==> src/rtl/onewb_pkg.sv <==
// ----------------------------------------------------------------------------
// onewb_pkg
// Shared types and constants for the 1-Wire bus master.
// ----------------------------------------------------------------------------
package onewb_pkg;

    // Configuration register indexes
    localparam int unsigned CfgIdxW = 3;
    localparam logic [CfgIdxW-1:0] CFG_RESET_LOW  = 3'd0;
    localparam logic [CfgIdxW-1:0] CFG_PRES_SAMP  = 3'd1;
    localparam logic [CfgIdxW-1:0] CFG_PRES_TAIL  = 3'd2;
    localparam logic [CfgIdxW-1:0] CFG_SLOT       = 3'd3;
    localparam logic [CfgIdxW-1:0] CFG_START      = 3'd4;
    localparam logic [CfgIdxW-1:0] CFG_READ_SAMP  = 3'd5;
    localparam int unsigned CfgDataW = 10;

    // Register reset values
    localparam logic [9:0] RESET_LOW_DEF = 10'd500;
    localparam logic [9:0] PRES_SAMP_DEF = 10'd100;
    localparam logic [9:0] PRES_TAIL_DEF = 10'd400;
    localparam logic [7:0] SLOT_DEF      = 8'd50;
    localparam logic [3:0] START_DEF     = 4'd2;
    localparam logic [3:0] READ_SAMP_DEF = 4'd5;

    // Depth of the queue between front and engine
    localparam int unsigned QUEUE_DEPTH_DEF = 2;

    // Request kinds carried in the mode field
    typedef enum logic [1:0] {
        REQ_NONE  = 2'd0,
        REQ_RESET = 2'd1,
        REQ_WRITE = 2'd2,
        REQ_READ  = 2'd3
    } req_kind_t;

    // Sequencer phases
    typedef enum logic [3:0] {
        PH_IDLE     = 4'd0,
        PH_RST_LOW  = 4'd1,
        PH_RST_WAIT = 4'd2,
        PH_RST_TAIL = 4'd3,
        PH_WRITE    = 4'd4,
        PH_READ     = 4'd5
    } phase_t;

    // One tick as held in the queue
    typedef struct packed {
        req_kind_t  kind;
        logic [7:0] write_value;
        logic       bus_level;
    } tick_item_t;

    // One result tick
    typedef struct packed {
        logic [7:0] read_value;
        logic       present;
        logic       done_res;
        logic       busy_res;
        logic       pull_low;
    } tick_result_t;

    // Timing configuration
    typedef struct packed {
        logic [9:0] reset_low_time;
        logic [9:0] presence_sample_time;
        logic [9:0] presence_tail_time;
        logic [7:0] slot_time;
        logic [3:0] start_pulse_time;
        logic [3:0] read_sample_time;
    } timing_cfg_t;

    // Queue head toward the engine
    typedef struct packed {
        logic       valid;
        tick_item_t item;
    } queue_head_t;

endpackage

==> src/rtl/onewb_front.sv <==
// ----------------------------------------------------------------------------
// onewb_front
// Input side: takes tick transfers, decodes the request kind and queues
// them for the engine in a small FIFO.
// ----------------------------------------------------------------------------
module onewb_front
    import onewb_pkg::*;
#(
    parameter int unsigned DEPTH = QUEUE_DEPTH_DEF
)
(
    input  logic        clk,
    input  logic        rst_n,
    input  logic        in_valid,
    output logic        in_ready,
    input  logic [1:0]  in_mode,
    input  logic [7:0]  in_write_value,
    input  logic        in_bus_level,
    output queue_head_t head,
    input  logic        pop
);

    localparam int unsigned PtrW = (DEPTH > 1) ? $clog2(DEPTH) : 1;
    localparam int unsigned CntW = $clog2(DEPTH + 1);
    localparam logic [PtrW-1:0] LastPtr = PtrW'(DEPTH - 1);
    localparam logic [CntW-1:0] FullCnt = CntW'(DEPTH);

    tick_item_t           store [DEPTH];
    logic [PtrW-1:0]      wr_ptr_reg, wr_ptr_next;
    logic [PtrW-1:0]      rd_ptr_reg, rd_ptr_next;
    logic [CntW-1:0]      count_reg, count_next;
    logic                 push;
    logic                 do_pop;
    tick_item_t           new_item;

    // Classify the incoming transfer
    always_comb
    begin
        new_item.kind        = req_kind_t'(in_mode);
        new_item.write_value = in_write_value;
        new_item.bus_level   = in_bus_level;
    end

    assign in_ready   = (count_reg != FullCnt);
    assign push       = in_valid && in_ready;
    assign head.valid = (count_reg != '0);
    assign head.item  = store[rd_ptr_reg];
    assign do_pop     = pop && head.valid;

    // Pointer and fill bookkeeping
    always_comb
    begin
        wr_ptr_next = wr_ptr_reg;
        rd_ptr_next = rd_ptr_reg;
        count_next  = count_reg;
        if (push)
        begin
            wr_ptr_next = (wr_ptr_reg == LastPtr) ? '0 : wr_ptr_reg + 1'b1;
        end
        if (do_pop)
        begin
            rd_ptr_next = (rd_ptr_reg == LastPtr) ? '0 : rd_ptr_reg + 1'b1;
        end
        if (push && !do_pop)
        begin
            count_next = count_reg + 1'b1;
        end
        else if (!push && do_pop)
        begin
            count_next = count_reg - 1'b1;
        end
    end

    always_ff @(posedge clk or negedge rst_n)
    begin
        if (!rst_n)
        begin
            wr_ptr_reg <= '0;
            rd_ptr_reg <= '0;
            count_reg  <= '0;
        end
        else
        begin
            wr_ptr_reg <= wr_ptr_next;
            rd_ptr_reg <= rd_ptr_next;
            count_reg  <= count_next;
        end
    end

    // Queue storage
    always_ff @(posedge clk)
    begin
        if (push)
        begin
            store[wr_ptr_reg] <= new_item;
        end
    end

endmodule

==> src/rtl/onewb_engine.sv <==
// ----------------------------------------------------------------------------
// onewb_engine
// Bus sequencer: advances one tick per queued item and registers the
// per-tick result for the output channel.
// ----------------------------------------------------------------------------
module onewb_engine
    import onewb_pkg::*;
(
    input  logic         clk,
    input  logic         rst_n,
    input  timing_cfg_t  cfg,
    input  queue_head_t  head,
    output logic         pop,
    output logic         out_valid,
    input  logic         out_ready,
    output tick_result_t out_data
);

    phase_t       phase_reg, phase_next;
    logic [9:0]   tick_reg, tick_next;
    logic [2:0]   bit_reg, bit_next;
    logic [7:0]   shift_reg, shift_next;
    logic         pres_reg, pres_next;
    logic [7:0]   hold_reg, hold_next;
    logic         out_valid_reg;
    tick_result_t out_data_reg;

    logic         step;
    logic         pull;
    logic         done;
    logic [10:0]  tick_inc;
    logic [9:0]   low_min;
    logic [9:0]   samp_min;
    logic [7:0]   slot_min;
    logic [7:0]   read_pos;
    logic         cur_bit;

    // Timing values with zero treated as one tick
    assign low_min  = (cfg.reset_low_time == '0) ? 10'd1 : cfg.reset_low_time;
    assign samp_min = (cfg.presence_sample_time == '0) ? 10'd1 : cfg.presence_sample_time;
    assign slot_min = (cfg.slot_time == '0) ? 8'd1 : cfg.slot_time;
    assign read_pos = ({4'd0, cfg.read_sample_time} < slot_min)
                      ? {4'd0, cfg.read_sample_time} : slot_min - 8'd1;

    // Advance when a tick is queued and the output register is free
    assign step = head.valid && (!out_valid_reg || out_ready);
    assign pop  = step;

    // One tick of the bus sequencer
    always_comb
    begin
        phase_next = phase_reg;
        tick_next  = tick_reg;
        bit_next   = bit_reg;
        shift_next = shift_reg;
        pres_next  = pres_reg;
        hold_next  = hold_reg;
        pull       = 1'b0;
        done       = 1'b0;
        cur_bit    = 1'b0;

        // Start of a request
        if (phase_reg == PH_IDLE)
        begin
            tick_next = '0;
            bit_next  = '0;
            case (head.item.kind)
                REQ_RESET: phase_next = PH_RST_LOW;
                REQ_WRITE:
                begin
                    phase_next = PH_WRITE;
                    shift_next = head.item.write_value;
                end
                REQ_READ:
                begin
                    phase_next = PH_READ;
                    shift_next = '0;
                end
                default: ;
            endcase
        end

        tick_inc = {1'b0, tick_next} + 11'd1;

        case (phase_next)
            PH_IDLE: ;
            PH_RST_LOW:
            begin
                pull      = 1'b1;
                tick_next = tick_inc[9:0];
                if (tick_inc >= {1'b0, low_min})
                begin
                    phase_next = PH_RST_WAIT;
                    tick_next  = '0;
                end
            end
            PH_RST_WAIT:
            begin
                tick_next = tick_inc[9:0];
                if (tick_inc >= {1'b0, samp_min})
                begin
                    pres_next = !head.item.bus_level;
                    tick_next = '0;
                    if (pres_next && (cfg.presence_tail_time != '0))
                    begin
                        phase_next = PH_RST_TAIL;
                    end
                    else
                    begin
                        done = 1'b1;
                    end
                end
            end
            PH_RST_TAIL:
            begin
                tick_next = tick_inc[9:0];
                if (tick_inc >= {1'b0, cfg.presence_tail_time})
                begin
                    tick_next = '0;
                    done      = 1'b1;
                end
            end
            PH_WRITE, PH_READ:
            begin
                cur_bit = shift_next[bit_next];
                if (phase_next == PH_WRITE)
                begin
                    pull = (tick_next < {6'd0, cfg.start_pulse_time})
                        || ((tick_inc < {3'd0, slot_min}) && !cur_bit);
                end
                else
                begin
                    pull = (tick_next < {6'd0, cfg.start_pulse_time});
                    if (tick_next == {2'd0, read_pos})
                    begin
                        shift_next[bit_next] = cur_bit | head.item.bus_level;
                    end
                end
                tick_next = tick_inc[9:0];
                if (tick_inc >= {3'd0, slot_min})
                begin
                    tick_next = '0;
                    if (bit_next == 3'd7)
                    begin
                        if (phase_next == PH_READ)
                        begin
                            hold_next = shift_next;
                        end
                        bit_next = '0;
                        done     = 1'b1;
                    end
                    else
                    begin
                        bit_next = bit_next + 3'd1;
                    end
                end
            end
            default:
            begin
                phase_next = PH_IDLE;
                tick_next  = '0;
            end
        endcase

        if (done)
        begin
            phase_next = PH_IDLE;
        end
    end

    // Sequencer state
    always_ff @(posedge clk or negedge rst_n)
    begin
        if (!rst_n)
        begin
            phase_reg <= PH_IDLE;
            tick_reg  <= '0;
            bit_reg   <= '0;
            shift_reg <= '0;
            pres_reg  <= 1'b0;
            hold_reg  <= '0;
        end
        else if (step)
        begin
            phase_reg <= phase_next;
            tick_reg  <= tick_next;
            bit_reg   <= bit_next;
            shift_reg <= shift_next;
            pres_reg  <= pres_next;
            hold_reg  <= hold_next;
        end
    end

    // Output register valid
    always_ff @(posedge clk or negedge rst_n)
    begin
        if (!rst_n)
        begin
            out_valid_reg <= 1'b0;
        end
        else if (step)
        begin
            out_valid_reg <= 1'b1;
        end
        else if (out_ready)
        begin
            out_valid_reg <= 1'b0;
        end
    end

    // Output register payload
    always_ff @(posedge clk)
    begin
        if (step)
        begin
            out_data_reg.pull_low   <= pull;
            out_data_reg.busy_res   <= (phase_next != PH_IDLE);
            out_data_reg.done_res   <= done;
            out_data_reg.present    <= pres_next;
            out_data_reg.read_value <= hold_next;
        end
    end

    assign out_valid = out_valid_reg;
    assign out_data  = out_data_reg;

endmodule

==> src/rtl/one_wire_bus_master.sv <==
// ----------------------------------------------------------------------------
// one_wire_bus_master
// 1-Wire bus master advanced by one tick transfer per microsecond.
// ----------------------------------------------------------------------------
// Usage:
//   s_axis carries one tick per transfer: tuser holds the request mode,
//   tdata the byte to write and the sampled bus level. While idle, a mode
//   of reset, write byte or read byte starts a request; otherwise mode is
//   ignored. m_axis returns exactly one result per tick: pull_low to drive
//   the open-drain line, busy, a one-tick done flag, the last presence
//   result and the last byte read.
//   Timing registers are written over cfg_we/cfg_index/cfg_wdata; the
//   user must write them only while no request is running, as the
//   block itself does not enforce it. Throughput: one tick per clock
//   cycle while m_axis does not stall. A tick is written into the input
//   queue, then stepped from the queue head into the output register.
//   When m_axis stalls, the output register holds its result and the
//   input queue (QUEUE_DEPTH ticks) fills before s_axis_tready drops.
//   Reset empties the queue, returns the sequencer to idle with cleared
//   presence and read byte, and loads the default timing values.
// ----------------------------------------------------------------------------
module one_wire_bus_master
    import onewb_pkg::*;
#(
    parameter int unsigned QUEUE_DEPTH = QUEUE_DEPTH_DEF
)
(
    input  logic                clk,
    input  logic                rst_n,
    // Tick input
    input  logic                s_axis_tvalid,
    output logic                s_axis_tready,
    input  logic [15:0]         s_axis_tdata,   // [7:0] write_value, [8] bus_level
    input  logic [1:0]          s_axis_tuser,   // [1:0] mode
    // Tick result
    output logic                m_axis_tvalid,
    input  logic                m_axis_tready,
    output logic [15:0]         m_axis_tdata,   // [0] pull_low, [1] busy_res,
                                                // [2] done_res, [3] present,
                                                // [11:4] read_value
    // Timing register writes
    input  logic                cfg_we,
    input  logic [CfgIdxW-1:0]  cfg_index,
    input  logic [CfgDataW-1:0] cfg_wdata
);

    timing_cfg_t  cfg_reg;
    queue_head_t  head;
    logic         pop;
    tick_result_t res;

    // Timing register file
    always_ff @(posedge clk or negedge rst_n)
    begin
        if (!rst_n)
        begin
            cfg_reg.reset_low_time       <= RESET_LOW_DEF;
            cfg_reg.presence_sample_time <= PRES_SAMP_DEF;
            cfg_reg.presence_tail_time   <= PRES_TAIL_DEF;
            cfg_reg.slot_time            <= SLOT_DEF;
            cfg_reg.start_pulse_time     <= START_DEF;
            cfg_reg.read_sample_time     <= READ_SAMP_DEF;
        end
        else if (cfg_we)
        begin
            case (cfg_index)
                CFG_RESET_LOW: cfg_reg.reset_low_time       <= cfg_wdata;
                CFG_PRES_SAMP: cfg_reg.presence_sample_time <= cfg_wdata;
                CFG_PRES_TAIL: cfg_reg.presence_tail_time   <= cfg_wdata;
                CFG_SLOT:      cfg_reg.slot_time            <= cfg_wdata[7:0];
                CFG_START:     cfg_reg.start_pulse_time     <= cfg_wdata[3:0];
                CFG_READ_SAMP: cfg_reg.read_sample_time     <= cfg_wdata[3:0];
                default: ;
            endcase
        end
    end

    // Input queue
    onewb_front #(
        .DEPTH (QUEUE_DEPTH)
    ) u_front (
        .clk            (clk),
        .rst_n          (rst_n),
        .in_valid       (s_axis_tvalid),
        .in_ready       (s_axis_tready),
        .in_mode        (s_axis_tuser),
        .in_write_value (s_axis_tdata[7:0]),
        .in_bus_level   (s_axis_tdata[8]),
        .head           (head),
        .pop            (pop)
    );

    // Bus sequencer
    onewb_engine u_engine (
        .clk       (clk),
        .rst_n     (rst_n),
        .cfg       (cfg_reg),
        .head      (head),
        .pop       (pop),
        .out_valid (m_axis_tvalid),
        .out_ready (m_axis_tready),
        .out_data  (res)
    );

    // Result packing
    assign m_axis_tdata = {4'd0, res.read_value, res.present,
                           res.done_res, res.busy_res, res.pull_low};

endmodule

==> config.mk <==
export PLATFORM = sky130hd
export DESIGN_NAME = one_wire_bus_master
export DESIGN_NICKNAME = d
export VERILOG_FILES = /design/src/rtl/onewb_pkg.sv /design/src/rtl/onewb_front.sv /design/src/rtl/onewb_engine.sv /design/src/rtl/one_wire_bus_master.sv
export SDC_FILE = /design/constraint.sdc
export NUM_CORES = 1
export LEC_CHECK = 0
export BUFFER_PORTS_ARGS = -buffer_cell sky130_fd_sc_hd__buf_4
export CORE_UTILIZATION = 45
export DETAILED_ROUTE_END_ITERATION = 10
export MAX_ROUTING_LAYER = met4
export PLACE_DENSITY_LB_ADDON = 0.25
export SLEW_MARGIN = 20
export SYNTH_ARGS = -nofsm -noshare
export SYNTH_HDL_FRONTEND = slang
export SYNTH_SLANG_ARGS = --single-unit
export TNS_END_PERCENT = 20
==> constraint.sdc <==
create_clock -name clk -period 9.5 [get_ports clk]
set_clock_uncertainty 0.2 [all_clocks]
set_input_delay 0 -clock clk [delete_from_list [all_inputs] [get_ports clk]]
set_output_delay 0 -clock clk [all_outputs]
set_load 0.01 [all_outputs]
# Yosys cells after proc, flatten, opt, wreduce, memory -nomap -nowiden
# Memory sizes are Yosys's and may differ from the RTL's.
# Cells that the tools add are included.
[op_classes] add_sub_neg=7 n_lt_le_gt_ge=9 n_eq_ne=16 muxes=53 bitwise_logic=1 reduce_logical=34
[op_table] operator="$mux 8" n=10
[op_table] operator="$mux 10" n=7
[op_table] operator="$pmux 10 s5" n=1
[op_table] operator="$ge 11x10->1" n=3
[op_table] operator="$pmux 4 s3" n=2
[op_table] operator="$logic_not 10->1" n=2
[op_table] operator="$mux 4" n=5
[op_table] operator="$mux 1" n=16
[op_table] operator="$pmux 8 s2" n=1
[op_table] operator="$mux 3" n=4
[op_table] operator="$reduce_and 2->1" n=6
[op_table] operator="$add 10x1->11 const B" n=1
[op_table] operator="$ge 11x8->1" n=1
[op_table] operator="$lt 11x8->1" n=1
[op_table] operator="$eq 10x8->1" n=1
[op_table] operator="$lt 10x4->1" n=1
[op_table] operator="$reduce_bool 10->1" n=1
[op_table] operator="$eq 3x3->1 const B" n=3
[op_table] operator="$bwmux 8" n=1
[op_table] operator="$eq 4x2->1 const B" n=2
[op_table] operator="$eq 4x3->1 const B" n=2
[op_table] operator="$logic_and 1x1->1" n=8
[op_table] operator="$logic_not 4->1" n=2
[op_table] operator="$logic_not 8->1" n=1
[op_table] operator="27 further kinds" n=38
[totals] reg_bits=97 ramBits=22 mem_count=1
[mem_list] memory="u_front.store" depth=2 word_bits=11 rd=1 rd_clocked_by_memory_dff=0 wr=1 line_no="onewb_front.sv:28" text="tick_item_t store [DEPTH];"

# Depth between registers and ports, before layout
# Gate-level depths: netlist of run 1.
# An unclocked memory read counts as a cell.
[logic_depth] depth_word=14 mapped_depth=18 depth_no_buf=15

# Hierarchy
# A second synthesis of run 1 with hierarchy kept.
[hier_totals] hier_cells=734 area_unflattened_um2=7504.7
[modules_own_cells] mod="onewb_engine" n_inst=1 cells_per_inst=576 area_per_inst_um2=4594.4 seq_area_each_um2=1236.2
[modules_own_cells] mod="one_wire_bus_master" n_inst=1 cells_per_inst=106 area_per_inst_um2=1906.8 seq_area_each_um2=1173.6
[modules_own_cells] mod="onewb_front" n_inst=1 cells_per_inst=52 area_per_inst_um2=1003.5 seq_area_each_um2=760.7

# Worst setup path after synthesis of run 1
# OpenSTA, ideal clock, no wires.
[synth_timing] kind="register -> register" startpoint="reg u_engine.phase_reg[1]" endpoint="reg u_engine.pres_reg" t_arrival_ps=3596 required_time_ps=9175 setup_slack_ps=5580 stages_incl_launch_ff=17 n_path_buf=2 period_less_slack_ps=3920 cell_sequence="dfrtp_1 buf_6 or4_4 buf_6 nand2_1 inv_1 nand3_1 xnor2_1 ha_1 nand4_1 a2111oi_0 nor2_1 a31oi_1 nor3_2 nor3_1 mux2_2 mux2_2"
[synth_via] elab_chain_len=6
[synth_lines] element="from (decl)" line_no="onewb_engine.sv:19" text="phase_t phase_reg, phase_next;"
[synth_lines] element="from (signal assigned)" line_no="onewb_engine.sv:185" text="phase_reg <= phase_next;"
[synth_lines] element="$logic_not 4->1" line_no="onewb_engine.sv:63" text="if (phase_reg == PH_IDLE)"
[synth_lines] element="$mux 10" line_no="onewb_engine.sv:63"
[synth_lines] element="$add 10x1->11" line_no="onewb_engine.sv:83" text="tick_inc = {1'b0, tick_next} + 11'd1;"
[synth_lines] element="$ge 11x10->1" line_no="onewb_engine.sv:100" text="if (tick_inc >= {1'b0, samp_min})"
[synth_lines] element="$mux 1" line_no="onewb_engine.sv:100"
[synth_lines] element="$mux 1 *" line_no="onewb_engine.sv:85" text="case (phase_next)"
[synth_lines] element="net u_engine.pres_next" line_no="onewb_engine.sv:23" text="logic pres_reg, pres_next;"
[synth_lines] element="to (signal assigned)" line_no="onewb_engine.sv:189" text="pres_reg <= pres_next;"
[synth_lines] element="to (decl)" line_no="onewb_engine.sv:23"
# Mark *: on every way through the listed nets, which the timed path passes. The rest lies on a longest branch.
# A chain may end at the register's enable or synchronous reset.

# Worst setup path in the final report of run 1
[layout_timing] startpoint="reg u_engine.phase_reg[0]" endpoint="reg u_engine.tick_reg[1]"
[layout_via] elab_chain_len=6
[layout_lines] element="$logic_not 4->1" line_no="onewb_engine.sv:63"
[layout_lines] element="$mux 10" line_no="onewb_engine.sv:63"
[layout_lines] element="$add 10x1->11" line_no="onewb_engine.sv:83"
[layout_lines] element="$ge 11x8->1 (tied with other cells)" line_no="onewb_engine.sv:140" text="if (tick_inc >= {3'd0, slot_min})"
[layout_lines] element="$mux 10, on equally long branches"
[layout_lines] element="$pmux 10 s5 *" line_no="onewb_engine.sv:85"
[layout_lines] element="to (signal assigned)" line_no="onewb_engine.sv:186" text="tick_reg <= tick_next;"
[layout_lines] element="to (decl)" line_no="onewb_engine.sv:20" text="logic [9:0] tick_reg, tick_next;"
# Mark *: on every way between the ends. The rest lies on a longest branch, timed or not.

==> summary.md, run 1 <==
| Metric | Value |
|---|---|
| Die area | 16300 um^2 |
| Std-Cell Rows | 45 |
| Worst-path cell chain | or4_4 > nand2_1 > inv_1 > nand3_1 > xnor2_1 > ha_1 > a21oi_1 > o21ai_0 > maj3_1 > and4_1 > o311ai_1 > o211a_1 > o31a_1 > a22o_1 |
| RSZ-0062 raised after global routing | no |
| Core footprint | 15300 um^2 |
| Post-synthesis compound-gate area fraction | 18.7% |
| Slew headroom | 36.8% |
| Comb power frac | 35.1% |
| Status | finished clean |
| Num CTS Buffers | 17 |
| FF-to-FF Start | u_engine.phase_reg[0] |
| Die height | 128 um |
| Grt met1 use | 32.4% |
| Die width | 128 um |
| Max rail drop VDD | 147 uV |
| Sequential Power Share | 34.7% |
| Seq cells post-synth | 119 |
| Fill cells | 1384 |
| Slack of the worst reg-to-reg path | 4.85 ns |
| # diodes | 0 |
| PortBufs | 42 |
| Most numerous cell in the Yosys netlist | nand2_1 |
| Slowest-stage cell, CP | or4_4 |
| Clock root buffer master | clkbuf_16 |
| Synth Area in Simple Gates | 16.8% |
| Worst stage delay on the critical path | 0.73 ns |
| GRT Overall Usage | 25.0% |
| Nature of the critical path endpoint | register |
| Critical Path Source Type | register |
| Ports | 54 |
| Post-synth EDFFs | 34 |
| Buf+Inv Stages, Crit Path | 1 |
| Clock power share | 30.2% |
| Pwr dens | 260 nW/um^2 |
| Grt met2 use | 39.0% |
| Post-synthesis cell area | 7110 um^2 |
| Final Cell Area | 8540 um^2 |
| First-pass GRT wire length | 30400 um |
| Critical path required time | 9.66 ns |
| Sequential share of the synthesized area | 44.6% |
| Top post-synthesis cells by count | nand2_1 (90), dfrtp_1 (67), o21ai_0 (50) |
| Worst R2R End | u_engine.tick_reg[1] |
| Iteration-0 DRC Markers | 510 |
| Period utilization | 48.9% |
| Synth-to-layout area growth | 20.2% |
| Final Setup Violations | 0 |
| Largest family of logic cells by synthesized area | compound AO/OA/AOI/OAI gates |
| Share of post-route cells with drive strength above 1 | 17.9% |
| Final setup TNS | 0 ns |
| Met3 usage | 4.76% |
| Yosys top cell by area | dfrtp_1 |
| Post-synthesis xor/xnor area fraction | 1.60% |
| CP endpoint | u_engine.tick_reg[1] |
| Worst-path fanout max | 15 |
| Synth unique cells | 82 |
| Post-placement cell area | 7570 um^2 |
| Synth area leaders | dfrtp_1 (24%), edfxtp_1 (14%), ha_1 (6.7%) |
| Clk buf depth | 2 |
| Crit path from | u_engine.phase_reg[0] |
| Hold Fails Final Rpt | 0 |
| Max-Cap Viols | 0 |
| Worst Hold Class | in -> reg |
| Clock slew at reported path FFs | 0.06 ns |
| Largest delay share family, worst path | compound AO/OA/AOI/OAI gates |
| Clk sink count | 119 |
| Max FFs per register | 46 |
| Synth Flop Type | dfrtp_1 |
| Total gr overflow | 0 |
| Initial antenna violation count | 0 |
| Synth Area in Adders | 7.11% |
| Dpl hpwl | 12900 um |
| YS warnings | 0 |
| Crit Path Category | reg -> reg |
| Post-synthesis mux area share | 5.71% |
| Final min period | 4.65 ns |
| Count of pins over their slew limit | 0 |
| Worst R2R Path Depth | 14 |
| Least-Margin Pin Slew | 0.945 ns |
| DR WL/cell | 18.2 um |
| NetSw | 799 uW |
| DRT antenna net count | 0 |
| # H-tree levels | 4 |
| CTS tree | yes |
| Worst Path Arrival | 4.80 ns |
| Syn avg cell area | 9.86 um^2 |
| Top cell type's share of synthesized area | 23.6% |
| Switching part of the total | 35.9% |
| P_int | 1420 uW |
| Vias in the first global route | 5908 |
| Clk_lat worst skew | 0.42 ns |
| Leak | 0.00365 uW |
| Crit path depth | 14 |
| TritonRoute pass-1 iters | 6 |
| DRT Wirelength | 18500 um |
| DRC | 0 |
| Final net count | 867 |
| Gr busiest metal | met2 |
| RePlAce Congestion | 0.877 |
| Syn Inst Count | 721 |
| Total setup buffers inserted after CTS | 0 |
| Largest net degree at the start of global routing | 58 |
| Cts repair resizes | 0 |
| Routed vias | 5939 |
| Drt via density | 5.84 |
| Fmax | 215 MHz |
| Initial Util | 46.4% |
| Count of hold-fix buffers inserted at cts | 36 |
| Asr flop ratio synth | 71.4% |
-- logic make-up after synthesis --
group,Yosys count
muxes,37
AOI/OAI and AO/OA,192
DFF,119
adders and majority gates,41
and+or+nand+nor,235
other,1
xor gates and xnor gates,13
buffers and inverters,83
-- through the flow --
stage          util, %  power (uW)  instances  hold WS [ns]  setup slack, ns
2_1_floorplan        -        1300        724        -0.496             5.58
3_3_place_gp      49.4        1500        949        -0.260             4.94
5_1_grt           55.8        2370       1017        0.0943             4.56
6_report          55.8        2220       1017         0.104             4.85
3_5_place_dp      49.4        1530        949        -0.257             4.91
4_1_cts           55.8        2220       1017        0.0889             4.89
-- per-layer routing --
layer | vias to the layer above | routed length (um)
met2 | 186 | 8690
li1 | 2808 | -
met3 | 38 | 949
met4 | 0 | 410
met1 | 2907 | 8420
met5 | - | 0
-- how the worst min path moves through the flow --
stage	start	endpoint	slack, ns	cells after the start
final	s_axis_tdata[2]	u_front.store[0][3]	0.10	2
after floorplan	rst_n	cfg_reg[10]	-0.50	0
after detailed placement	rst_n	cfg_reg[36]	-0.26	1
after global routing	s_axis_tdata[7]	u_front.store[1][8]	0.09	2
after CTS	s_axis_tdata[8]	u_front.store[0][0]	0.09	2
after global placement	rst_n	cfg_reg[36]	-0.26	1
-- worst register-to-register path: cells and delay by family, from the launching register on --
kind | cells | cell delay [ns]
buf+inv | 1 | 0.13
compound gates | 6 | 1.36
xor+xnor | 1 | 0.33
flops | 1 | 0.50
fa+ha+maj | 2 | 0.73
simple gates | 4 | 1.33
-- final cells by class --
type	instances	area, um^2	area share, %
clock buffer	18	429	5.02
clock inverter	14	184	2.15
inverter	48	180	2.11
multi-input combinational	522	3590	42.0
sequential	119	3170	37.1
tap	211	264	3.09
timing repair buffer	85	728	8.52
-- placed cells by master (no fill, tap or decap), types with 6 or more instances in the layout --
cell type      count
a21oi_1           26
a22o_1            15
a31oi_1            8
and2_1             9
buf_4             49
clkbuf_16         17
dfrtp_1           67
dfstp_2           18
dlygate4sd3_1     36
edfxtp_1          34
ha_1              38
inv_1             48
mux2_2            28
mux2i_1            9
nand2_1           90
nand2b_1           7
nand3_1           10
nand4_1            9
nor2_1            42
nor2b_1            6
nor3_1            14
nor4_1             9
o211ai_1          14
o21ai_0           49
o31ai_1           17
or3_1              6
xnor2_1            8
-- power by group through the flow --
stage | registers (uW) | clock network, uW | logic [uW]
2_1_floorplan | 745 | 0 | 554
3_3_place_gp | 772 | 0 | 724
3_5_place_dp | 776 | 0 | 756
4_1_cts | 770 | 681 | 774
5_1_grt | 790 | 704 | 872
6_report | 772 | 671 | 780
No activity file was read; power rests on OpenSTA's default activity.
==> run 2, diff against run 1 <==
==> constraint.sdc (replaced) <==
create_clock -name clk -period 4.5 [get_ports clk]
set_clock_uncertainty 0.2 [all_clocks]
set_input_delay 0 -clock clk [delete_from_list [all_inputs] [get_ports clk]]
set_output_delay 0 -clock clk [all_outputs]
set_load 0.01 [all_outputs]
==> run 2 against run 1 <==
Sequential share of layout area down 0.28 points; die area unchanged; sequential power is 110% higher; global-route usage increased by 0.49 points; maximum frequency grew 10%; critical endpoint is now u_engine.hold_reg[4]; critical path depth down 1; cell area is 0.76% higher; utilization is 0.42 points higher; non-clock buffer count grew 9; largest cell class unchanged; via count up 0.57%; first-iteration DRC count fell by 21%; hold slack got worse by 0.027 ns.
==> summary.md, run 2 (synthesis results as in run 1) <==
| Metric | Value |
|---|---|
| Status | finished clean |
| Commonest non-fill, non-tap cell in the layout | nand2_1 |
| Die area | 16300 um^2 (unchanged) |
| Pwr dens | 545 nW/um^2 (+110%) |
| RePlAce Congestion | 0.920 (+5.0%) |
| Count of pins over their slew limit | 0 (unchanged) |
| Fmax | 237 MHz (+10%) |
| Gr busiest metal | met2 |
| Max FFs per register | 46 (unchanged) |
| Initial Util | 46.4% (unchanged) |
| Total setup buffers inserted after CTS | 0 (unchanged) |
| Met3 usage | 4.22% (-0.54 points) |
| Core footprint | 15300 um^2 (unchanged) |
| Slack of the worst reg-to-reg path | 0.28 ns (-4.57 ns) |
| Grt met2 use | 39.2% (+0.16 points) |
| Worst Hold Class | in -> async |
| Hold WS | 0.0768 ns (-0.0272 ns) |
| Final setup TNS | 0 ns (unchanged) |
| Period utilization | 93.7% (+45 points) |
| Clock slew at reported path FFs | 0.06 ns (about the same) |
| Clock root buffer master | clkbuf_16 |
| Final min period | 4.22 ns (-0.430 ns) |
| First-pass GRT wire length | 30800 um (+1.3%) |
| Die width | 128 um (unchanged) |
| DR WL/cell | 18.4 um (+1.1%) |
| DRT antenna net count | 0 (unchanged) |
| Final net count | 876 (+1.0%) |
| Critical Path Source Type | register |
| Tot Pwr | 4700 uW (+110%) |
| Ports | 54 (unchanged) |
| Largest net degree at the start of global routing | 37 (-36%) |
| Nature of the critical path endpoint | register |
| Drt via density | 5.82 (-0.31%) |
| Least-Margin Pin Slew | 0.961 ns (+0.0160 ns) |
| Worst R2R End | u_engine.hold_reg[4] |
| TritonRoute pass-1 iters | 5 (-1) |
| Crit Path Category | reg -> reg |
| Clk buf depth | 2 (unchanged) |
| Worst-path fanout max | 12 (-3) |
| # H-tree levels | 4 (unchanged) |
| DRC | 0 (unchanged) |
| Leak | 0.00370 uW (+1.4%) |
| # diodes | 0 (unchanged) |
| Worst R2R Path Depth | 13 (-1) |
| Most frequent cells in the layout | nand2_1 (90), dfrtp_1 (67), buf_4 (58) |
| Final Setup Violations | 0 (unchanged) |
| Max-Cap Viols | 0 (unchanged) |
| PortBufs | 42 (unchanged) |
| Std-Cell Rows | 45 (unchanged) |
| Routed vias | 5973 (+0.57%) |
| DRT Wirelength | 18800 um (+2.0%) |
| Synth-to-layout area growth | 21.1% |
| Initial antenna violation count | 0 (unchanged) |
| RSZ-0062 raised after global routing | no |
| Grt met1 use | 32.8% (+0.35 points) |
| GRT Overall Usage | 25.5% (+0.49 points) |
| Hold Fails Final Rpt | 0 (unchanged) |
| Clk_lat worst skew | 0.43 ns (about the same) |
| Vias in the first global route | 5991 (+1.4%) |
| CTS tree | yes |
| Num CTS Buffers | 17 (unchanged) |
| Worst Path Arrival | 4.38 ns (-0.42 ns) |
| Total gr overflow | 0 (unchanged) |
| Crit path from | u_engine.phase_reg[0] |
| Iteration-0 DRC Markers | 403 (-21%) |
| Critical path required time | 4.66 ns (-5.00 ns) |
| FF-to-FF Start | u_engine.phase_reg[0] |
| Max rail drop VDD | 323 uV (+120%) |
| Clk sink count | 119 (unchanged) |
| Die height | 128 um (unchanged) |
| Dpl hpwl | 13000 um (+1.1%) |
| Share of post-route cells with drive strength above 1 | 19.3% (+1.4 points) |
| Slew headroom | 35.8% (-0.93 points) |
==> run 2: cell types whose count changed in the layout (fill, tap and decap cells not counted) <==
cell and change:
clkinvlp_4 -2, dlygate4sd3_1 -2, buf_12 +2, clkbuf_1 +1, clkinv_1 -2, bufinv_16 -1, buf_4 +9, inv_6 +1
nor2_2 +1, nor2_1 -1, clkinv_2 +3
==> run 2: per-stage QoR <==
| step | utilization [%] | area (um^2) | setup slack [ns] | cells |
|---|---|---|---|---|
| detailed placement | 50.0 | 7660 | 0.397 | 959 |
| CTS | 56.2 | 8610 | 0.354 | 1026 |
| floorplan | - | 7120 | 0.580 | 724 |
| global placement | 50.0 | 7660 | 0.534 | 959 |
| global route | 56.2 | 8610 | 0.0718 | 1026 |
| finish | 56.2 | 8610 | 0.285 | 1026 |
==> run 2: layout make-up <==
class / instances / area (um^2)
fillers: 1347 / 6710
multi-input cells: 522 / 3590
flip-flops and latches: 119 / 3170
repair buffers: 94 / 816
clock buffers: 19 / 433
well taps: 211 / 264
inverters: 48 / 180
clock inverters: 13 / 155
==> run 2: worst max-delay path, stage by stage, from the launching register on <==
cell	delay [ns]
dfrtp_1	0.39
buf_4	0.18
nor4_4	0.68
nor2_1	0.33
ha_1	0.39
nor2b_1	0.14
o31ai_1	0.21
a21oi_1	0.11
a311o_1	0.40
a31o_2	0.28
and4_1	0.27
nand2_1	0.30
and2_1	0.18
a31o_1	0.09
==> run 2: per-layer routing <==
layer  up-vias  wire length, um
li1       2833                -
met1      2910             8700
met2       184             8720
met3        46              779
met4         0              635
met5         -                0
==> run 2: power by group <==
part / switching (uW) / internal [uW] / total (uW)
registers: 207 / 1410 / 1620
clock network: 508 / 866 / 1370
logic: 986 / 715 / 1700
total: 1700 / 2990 / 4700
==> run 2: worst max-delay path by stage <==
stage                           endpoint  slack [ns]  cells past startpoint
finish              u_engine.hold_reg[4]        0.28                     13
global route        u_engine.out_data[8]        0.07                     12
CTS                 u_engine.hold_reg[4]        0.35                     13
detailed placement  u_engine.hold_reg[4]        0.40                     13
global placement    u_engine.hold_reg[4]        0.53                     13
floorplan              u_engine.pres_reg        0.58                     16
==> run 2: repair_timing <==
item,CTS,global route
endpoints found under the setup margin,0,10
hold buffers,35,0
gates resized for setup,0,1
endpoints found under the hold margin,121,0
